## config.mk

```make
export PLATFORM = sky130hd
export DESIGN_NAME = ncrc_ctrl
export DESIGN_NICKNAME = d
export VERILOG_FILES = /design/src/design/ncrc_pkg.sv /design/src/design/ncrc_ctrl.sv
export VERILOG_INCLUDE_DIRS = /design/src /design/src/design
export SDC_FILE = /design/constraint.sdc
export NUM_CORES = 1
export LEC_CHECK = 0
export ABC_CLOCK_PERIOD_IN_PS = 4600
export BUFFER_PORTS_ARGS = -buffer_cell sky130_fd_sc_hd__buf_2
export CAP_MARGIN = 20
export CORE_UTILIZATION = 40
export CTS_BUF_LIST = sky130_fd_sc_hd__clkbuf_16
export DETAILED_ROUTE_END_ITERATION = 10
export HOLD_SLACK_MARGIN = 0.1
export MAX_ROUTING_LAYER = met4
export SYNTH_ARGS = -nofsm -noshare
export SYNTH_HDL_FRONTEND = slang
export SYNTH_SLANG_ARGS = --single-unit
```

## constraint.sdc

```tcl
create_clock -name clock -period 4.6 [get_ports clock]
set_clock_uncertainty 0.2 [all_clocks]
set_input_delay 0 -clock clock [delete_from_list [all_inputs] [get_ports clock]]
set_output_delay 0 -clock clock [all_outputs]
set_load 0.03 [all_outputs]
```

## src/design/newton_cubic_root_classifier_core_assert.svh

```systemverilog
// Assertion macros for the Newton cube-root classifier.
// Included by modules that check their own control logic.
`ifndef NEWTON_CUBIC_ROOT_CLASSIFIER_CORE_ASSERT_SVH
`define NEWTON_CUBIC_ROOT_CLASSIFIER_CORE_ASSERT_SVH
`ifndef ASSERT_OFF
`define NCRC_ASSERT_IMPL(label, clk, rst, prop) \
   label: assert property (@(posedge clk) disable iff (rst) prop) \
      else $error("assertion failed");
`define NCRC_ASSERT_ALWAYS(label, clk, prop) \
   label: assert property (@(posedge clk) prop) else $error("assertion failed");
`else
`define NCRC_ASSERT_IMPL(label, clk, rst, prop)
`define NCRC_ASSERT_ALWAYS(label, clk, prop)
`endif
`endif

```

## src/design/ncrc_pkg.sv

```systemverilog
// Shared types and constants for the Newton cube-root classifier.
// No dependencies.
package ncrc_pkg;
   localparam int BASE_ITERATIONS_DEF     = 60;
   localparam int EXTRA_ITERATION_CAP_DEF = 20;
   localparam int FRACTION_BITS_DEF       = 28;
   localparam int ZoomWidth               = 11;
   localparam int IterWidth               = 9;
   localparam logic [2:0] CLS_ROOT0  = 3'd0;
   localparam logic [2:0] CLS_UPPER  = 3'd1;
   localparam logic [2:0] CLS_LOWER  = 3'd2;
   localparam logic [2:0] CLS_EQUAL  = 3'd3;
   localparam logic [2:0] CLS_BLACK  = 3'd4;

   // Datapath micro-ops issued by the controller.
   typedef enum logic [3:0] {
      OP_NONE, OP_LOAD, OP_NORM, OP_DIVR, OP_DIVI, OP_SCALE, OP_MUL, OP_SUM,
      OP_DIVRE, OP_DIVIM, OP_SAT, OP_CLS
   } op_type;

   typedef struct packed {
      op_type op;
      logic   step;   // one cycle of the current multi-cycle op
   } dp_cmd_type;

   typedef struct packed {
      logic zero_den;
      logic busy;     // multi-cycle op not finished
   } dp_status_type;

   function automatic logic [23:0] class_color(input logic [2:0] cls);
      logic [23:0] c;
      c = 24'h000000;
      case (cls)
         CLS_ROOT0: c = 24'hFF0000;
         CLS_UPPER: c = 24'h0000FF;
         CLS_LOWER: c = 24'h00FF00;
         CLS_EQUAL: c = 24'hFFFF00;
         default:   c = 24'h000000;
      endcase
      return c;
   endfunction
endpackage

```

## src/design/ncrc_ctrl.sv

```systemverilog
// Controller: sequences iterations and datapath ops, owns the handshakes.
// Depends on ncrc_pkg and the assertion macro header.
`include "newton_cubic_root_classifier_core_assert.svh"
module ncrc_ctrl import ncrc_pkg::*; #(
   parameter int BASE_ITERATIONS     = BASE_ITERATIONS_DEF,
   parameter int EXTRA_ITERATION_CAP = EXTRA_ITERATION_CAP_DEF
) (
   input  logic                        clock,
   input  logic                        reset,
   input  logic                        in_valid,
   output logic                        in_ready,
   output logic                        out_valid,
   input  logic                        out_ready,
   input  logic signed [ZoomWidth-1:0] zoom,
   input  dp_status_type               status,
   input  logic [2:0]                  dp_cls,
   output dp_cmd_type                  cmd,
   output logic [2:0]                  cls_out
);
   typedef enum logic [12:0] {
      S_IDLE  = 13'b0000000000001, S_NORM  = 13'b0000000000010,
      S_CHK   = 13'b0000000000100, S_DIVR  = 13'b0000000001000,
      S_DIVI  = 13'b0000000010000, S_SCALE = 13'b0000000100000,
      S_MUL   = 13'b0000001000000, S_SUM   = 13'b0000010000000,
      S_DIVRE = 13'b0000100000000, S_DIVIM = 13'b0001000000000,
      S_SAT   = 13'b0010000000000, S_CLS   = 13'b0100000000000,
      S_OUT   = 13'b1000000000000
   } state_type;

   state_type state_ff, state_in;
   logic [IterWidth-1:0] iter_ff, iter_in;
   logic started_ff, started_in;
   logic ov_ff, ov_in;
   logic [2:0] cls_ff, cls_in;
   logic [ZoomWidth-1:0] zmag;
   logic [ZoomWidth-1:0] extra;
   logic [IterWidth-1:0] total;

   assign zmag  = zoom[ZoomWidth-1] ? ZoomWidth'(-zoom) : ZoomWidth'(zoom);
   assign extra = ((zmag >> 1) > ZoomWidth'(EXTRA_ITERATION_CAP)) ?
                  ZoomWidth'(EXTRA_ITERATION_CAP) : (zmag >> 1);
   assign total = IterWidth'(BASE_ITERATIONS) + IterWidth'(extra);

   always_comb begin
      state_in = state_ff; iter_in = iter_ff; started_in = 1'b0; ov_in = ov_ff;
      cls_in = cls_ff; cmd.op = OP_NONE; cmd.step = 1'b0;
      case (state_ff)
         S_IDLE: if (in_valid) begin
            cmd.op = OP_LOAD; iter_in = total; state_in = S_NORM;
         end
         S_NORM: begin cmd.op = OP_NORM; state_in = S_CHK; end
         S_CHK: begin
            if (status.zero_den) begin
               cls_in = CLS_BLACK; ov_in = 1'b1; state_in = S_OUT;
            end else state_in = S_DIVR;
         end
         S_DIVR, S_DIVI, S_DIVRE, S_DIVIM, S_MUL: begin
            case (state_ff)
               S_DIVR:  cmd.op = OP_DIVR;
               S_DIVI:  cmd.op = OP_DIVI;
               S_DIVRE: cmd.op = OP_DIVRE;
               S_DIVIM: cmd.op = OP_DIVIM;
               default: cmd.op = OP_MUL;
            endcase
            cmd.step = started_ff;
            started_in = 1'b1;
            if (started_ff && !status.busy) begin
               // op finished last cycle: no further step
               cmd.op = OP_NONE; cmd.step = 1'b0;
               started_in = 1'b0;
               case (state_ff)
                  S_DIVR:  state_in = S_DIVI;
                  S_DIVI:  state_in = S_SCALE;
                  S_MUL:   state_in = S_SUM;
                  S_DIVRE: state_in = S_DIVIM;
                  default: state_in = S_SAT;
               endcase
            end
         end
         S_SCALE: begin
            cmd.op = OP_SCALE; started_in = 1'b1;
            if (started_ff && !status.busy) begin
               started_in = 1'b0; state_in = S_MUL;
            end
         end
         S_SUM: begin cmd.op = OP_SUM; state_in = S_DIVRE; end
         S_SAT: begin
            cmd.op = OP_SAT; iter_in = iter_ff - 1'b1;
            state_in = (iter_ff == 1) ? S_CLS : S_NORM;
         end
         S_CLS: begin cmd.op = OP_CLS; state_in = S_OUT; end
         S_OUT: begin
            if (!ov_ff) begin cls_in = dp_cls; ov_in = 1'b1; end
            else if (out_ready) begin ov_in = 1'b0; state_in = S_IDLE; end
         end
         default: state_in = S_IDLE;
      endcase
   end

   always_ff @(posedge clock) begin
      if (reset) begin
         state_ff <= S_IDLE; started_ff <= 1'b0; ov_ff <= 1'b0;
      end else begin
         state_ff <= state_in; started_ff <= started_in; ov_ff <= ov_in;
      end
      iter_ff <= iter_in; cls_ff <= cls_in;
   end

   assign in_ready  = (state_ff == S_IDLE);
   assign out_valid = ov_ff && (state_ff == S_OUT);
   assign cls_out   = cls_ff;

   `NCRC_ASSERT_IMPL(a_no_accept_busy, clock, reset, out_valid |-> !in_ready)
   `NCRC_ASSERT_IMPL(a_out_hold, clock, reset,
      (out_valid && !out_ready) |=> (out_valid && $stable(cls_out)))
   `NCRC_ASSERT_IMPL(a_iter_nonzero, clock, reset,
      (state_ff == S_SAT) |-> (iter_ff != 0))
endmodule

```

==> Word level (Yosys, flattened, before mapping) <==
Cells that the tools add are included.
{ "op_classes": {"muxes": 26, "n_addsub": 3, "order_cmp": 1, "n_eq_ne": 21, "reduce_logical": 12, "n_bitwise": 1} }
{ "ops": {"columns": ["op", "count"], "rows": [
  ["$pmux 13 s9", 1],
  ["$mux 13", 6],
  ["$pmux 11 s4", 1],
  ["$pmux 4 s7", 1],
  ["$mux 9", 2],
  ["$pmux 9 s2", 1],
  ["$pmux 4 s4", 1],
  ["$ne 2x2->1 const B", 7],
  ["$eq 13x1->1 const B", 1],
  ["$eq 13x10->1 const B", 1],
  ["$eq 13x11->1 const B", 1],
  ["$eq 13x12->1 const B", 1],
  ["$eq 13x13->1 const B", 1],
  ["$eq 13x2->1 const B", 1],
  ["$eq 13x3->1 const B", 1],
  ["$eq 13x4->1 const B", 1],
  ["$eq 13x5->1 const B", 1],
  ["$eq 13x6->1 const B", 1],
  ["$eq 13x7->1 const B", 1],
  ["$eq 13x8->1 const B", 1],
  ["$eq 13x9->1 const B", 1],
  ["$mux 12", 1],
  ["$mux 11", 1],
  ["$neg 11->11", 1],
  ["other kinds (19)", 28]
]} }
{ "word_totals": {"inputBits": 20, "word_cells": 69, "output_inout_bits": 10, "register_bits": 27} }

==> Logic depth before layout (Yosys ltp) <==
{ "depth": {"ltp_word": 7, "depth_mapped": 11} }

==> Worst setup path before layout <==
OpenSTA, ideal clock, no wires.
{ "synth_path": {"path_type": "input-to-reg", "start": "in zoom[2]", "end": "reg iter_ff[4], data pin", "required_ps": 4140, "arrival_time_ps": 2286, "setup_slack_ps": 1854, "setup_time_ps": 260, "path_stages": 10, "n_path_buf": 1, "path_cell_list": "buf_6 or4_4 nor4_4 a41oi_2 a2111oi_4 nand2_1 or2_1 ha_1 and4b_1 a211oi_2"} }
{ "synth_between": {"elab_chain_len": 7} }
{ "synth_rtl": {"columns": ["element", "line_no", "text"], "rows": [
  ["start, declared", "ncrc_ctrl.sv:14", "input logic signed [ZoomWidth-1:0] zoom,"],
  ["$neg 11->11", "ncrc_ctrl.sv:39", "assign zmag = zoom[ZoomWidth-1] ? ZoomWidth'(-zoom) : ZoomWidth'(zoom);"],
  ["$mux 11 (*)", "ncrc_ctrl.sv:39", null],
  ["$gt 10x5->1", "ncrc_ctrl.sv:40", "assign extra = ((zmag >> 1) > ZoomWidth'(EXTRA_ITERATION_CAP)) ?"],
  ["$mux 9 (*)", "ncrc_ctrl.sv:40", null],
  ["$add 6x9->9 (*)", "ncrc_ctrl.sv:42", "assign total = IterWidth'(BASE_ITERATIONS) + IterWidth'(extra);"],
  ["$mux 9 (*)", "ncrc_ctrl.sv:48", "S_IDLE: if (in_valid) begin"],
  ["$pmux 9 s2 (*)", "ncrc_ctrl.sv:47", "case (state_ff)"],
  ["net iter_in[4]", "ncrc_ctrl.sv:31", "logic [IterWidth-1:0] iter_ff, iter_in;"],
  ["end signal, assigned", "ncrc_ctrl.sv:106", "iter_ff <= iter_in; cls_ff <= cls_in;"],
  ["end, declared", "ncrc_ctrl.sv:31", null]
]} }
Mark *: on every way through the listed nets, which the timed path passes. The rest lies on a longest branch. The select of a mux whose other input is x is not followed.
A chain may end at the register's enable or synchronous reset.

==> Final worst setup path <==
{ "layout_path": {"start": "in zoom[2]", "end": "reg iter_ff[6], data pin"} }
Same word-level chain as after synthesis.

==> flow_metrics.py <==
metrics = {
    "cts": {
        "cts_tree": "built",
        "post_cts_resized": 0,
        "cts.sinks": 27,
        "clockBufferDepth": 2,
        "clk_latency_ns": 0.26,
        "post-cts-setup-buffers": 0,
        "numCtsBuffers": 3,
        "htree_levels": 1,
        "clk_pin_slew_worst_paths_ns": 0.07,
        "cts_root_buf": "clkbuf_16",
    },
    "grt": {
        "grt_max_degree": 18,
        "grt_pass1_wl_um": 7290,
        "grt.overflow.total": 0,
        "grt_use_total": 0.184,
        "first_global_vias": 1632,
        "grt_antenna_before_repair": 0,
    },
    "critical_path": {
        "cp_top_family": "simple AND/OR/NAND/NOR gates",
        "crit_slowest_cell": "dlygate4sd3_1",
        "path_common_cell": "dlygate4sd3_1",
        "path_cells": "dlygate4sd3_1 > buf_2 > or4_4 > nor4_4 > a41oi_2 > a2111oi_4 > nand2_1 > or2_1 > ha_1 > and2_1 > a31oi_1 > dlygate4sd3_1",
        "r2r_start": "state_ff[3]$_SDFFE_PP0P_",
        "start_kind": "input port",
        "cp-startpoint": "zoom[2]",
        "arrival_ns": 3.71,
        "crit_buf_inv": 3,
        "ff2ff_setup_slack_ns": 1.30,
        "max_stage_delay_ns": 0.57,
        "required_ns": 4.53,
        "worstSetupPathType": "in2reg",
        "path_max_fanout": 7,
        "cp-end-kind": "flop",
    },
    "status": {
        "status": "finished, violations left",
        "violations": "DRC",
    },
    "synthesis": {
        "synth-edff-count": 12,
        "synth_area_leader_cell": "edfxtp_1",
        "ys_warn_count": 0,
        "syn_area_um2": 1930,
        "synth_flop_cell": "dfxtp_1",
        "syn_avg_cell_area_um2": 8.31,
        "async_flop_share": 0,
        "synth_commonest_cells": "nor2_1, nand2_1, dfxtp_1",
        "synthTopCellsByArea": "edfxtp_1, dfxtp_1, nor2_1",
        "yosysTopAreaCellShare": 0.187,
        "synth_seq_area_share": 0.343,
        "yosysMostFrequentCell": "nor2_1",
        "ys_types": 51,
        "syn-num-nets": 256,
        "syn-instance-count": 232,
        "ys_ff_latch": 27,
    },
    "timing": {
        "worst_pin_slew_ns": 0.917,
        "finalHoldViolCount": 0,
        "finalMaxSlewViolations": 0,
        "finalSetupTns_ns": 0,
        "slew_headroom": 0.389,
        "fmax_ghz": 0.265,
        "fin_crit_ns": 3.78,
        "finalCritPeriodShare": 0.822,
        "setup_viol": 0,
        "rsz0062_at_grt": "false",
    },
    "routing": {
        "drc_errors": 3,
        "num_vias": 1772,
        "vias_per_cell": 5.55,
        "drt_first_iter_violations": 172,
        "drt-pass1-iter-count": 7,
        "ant_nets": 0,
        "wl_per_cell_um": 13.4,
        "wl_um": 4280,
    },
    "power_and_ir_drop": {
        "ir_worst_vdd_mv": 0.142,
        "power_uw": 649,
        "leakage_nw": 0.913,
        "powerDensity_nw_per_um2": 281,
    },
    "floorplan": {
        "fp.dieH_um": 71.4,
        "die_w_um": 71.4,
        "dieArea_um2": 5100,
        "start_util": 0.428,
        "coreArea_um2": 4500,
        "row_count": 24,
        "boundaryPins": 30,
    },
    "final_layout": {
        "multi_input_area_um2": 1170,
        "regArea_um2": 661,
        "fillers": 448,
        "nets": 292,
        "drive_gt1_frac": 0.150,
        "syn2layout_area_growth_pct": 19.9,
        "antenna_cells": 0,
    },
    "flow_run": {
        "maxCapViolCount": 0,
    },
    "placed_design": {
        "gp_congestion": 0.904,
        "portBuffers": 29,
        "dpl.hpwl_um": 3090,
    },
    "min_path": {
        "min_from": "zoom[10]",
        "hold_path.class": "in2reg",
    },
}
==> sequential cells by signal (all words and copies together) (netlist names) <==
name	flops
cls_out	3
ov_ff	1
state_ff	13
started_ff	1
iter_ff	9
==> through the flow <==
| step | hold slack, ns | std cells | setup slack [ns] | instance area [µm²] | util |
|---|---|---|---|---|---|
| 3_5_place_dp | 0.0693 | 300 | 1.58 | 2080 | 0.461 |
| 4_1_cts | 0.140 | 319 | 0.864 | 2310 | 0.513 |
| 6_report | 0.150 | 319 | 0.820 | 2310 | 0.513 |
| 5_1_grt | 0.174 | 319 | 0.568 | 2310 | 0.513 |
| 3_3_place_gp | 0.0608 | 300 | 1.63 | 2080 | 0.461 |
| 2_1_floorplan | -0.0951 | 232 | 1.85 | 1930 | - |
==> placed cells by master (no fill, tap or decap), drive strengths merged, types with 5 or more instances in the layout <==
master | synthesis | layout
inv | 9 | 9
and3 | 5 | 5
buf | 2 | 29
a21oi | 13 | 13
nor2 | 27 | 27
xor2 | 8 | 8
o22ai | 5 | 5
dfxtp | 15 | 15
nand2 | 25 | 25
xnor2 | 11 | 11
edfxtp | 12 | 12
nor4 | 7 | 7
a31oi | 5 | 5
nor3 | 14 | 14
nand3 | 5 | 5
o21ai | 5 | 5
dlygate4sd3 | 0 | 15
==> worst paths after layout <==
path | end | cells past startpoint
min | iter_ff[1]$_DFFE_PP_ | 5
min reg2reg | state_ff[2]$_SDFFE_PP0P_ | 2
max | iter_ff[6]$_DFFE_PP_ | 12
max reg2reg | state_ff[3]$_SDFFE_PP0P_ | 7
==> cell families after synthesis <==
family	after synthesis	synth area share
buf+inv	22	0.0480
xor+xnor	19	0.0864
flops	27	0.343
compound gates	38	0.138
simple gates	120	0.347
fa+ha+maj	4	0.0260
mux	2	0.0110
==> worst reg2reg max path, delay by kind of cell (launching register included) <==
| family | cells | cell delay, ns |
|---|---|---|
| flip-flops | 1 | 0.39 |
| buffers and inverters | 1 | 0.54 |
| AO/OA/AOI/OAI | 3 | 1.01 |
| AND/OR/NAND/NOR | 3 | 1.10 |
==> final cells by class <==
type | instances | share of cell area
multi-input cells | 183 | 0.508
flip-flops and latches | 27 | 0.286
inverters | 9 | 0.0146
repair buffers | 44 | 0.128
well taps | 52 | 0.0282
clock inverters | 1 | 0.00325
clock buffers | 3 | 0.0325
==> where the power goes <==
group | switching, mW | internal (mW) | leakage (nW) | total (mW)
Clock | 0.0845 | 0.118 | 0.0371 | 0.203
Combinational | 0.0978 | 0.0638 | 0.651 | 0.162
Sequential | 0.0163 | 0.268 | 0.225 | 0.284
Total | 0.199 | 0.450 | 0.913 | 0.649
==> layer usage <==
layer / wire [µm] / share of wire / vias up / GRT usage
met5: 0 / 0 / - / -
met4: 84 / 0.020 / 0 / 0.0800
met3: 173 / 0.040 / 11 / 0.0323
met2: 1950 / 0.46 / 53 / 0.276
met1: 2070 / 0.48 / 800 / 0.243
li1: - / - / 908 / -
==> what timing repair did <==
item / CTS / global route
endpoints found under the hold margin: 18 / 0
hold buffers: 15 / 0
setup endpoints to repair: 0 / 0
Power figures use the tool's default switching activity.
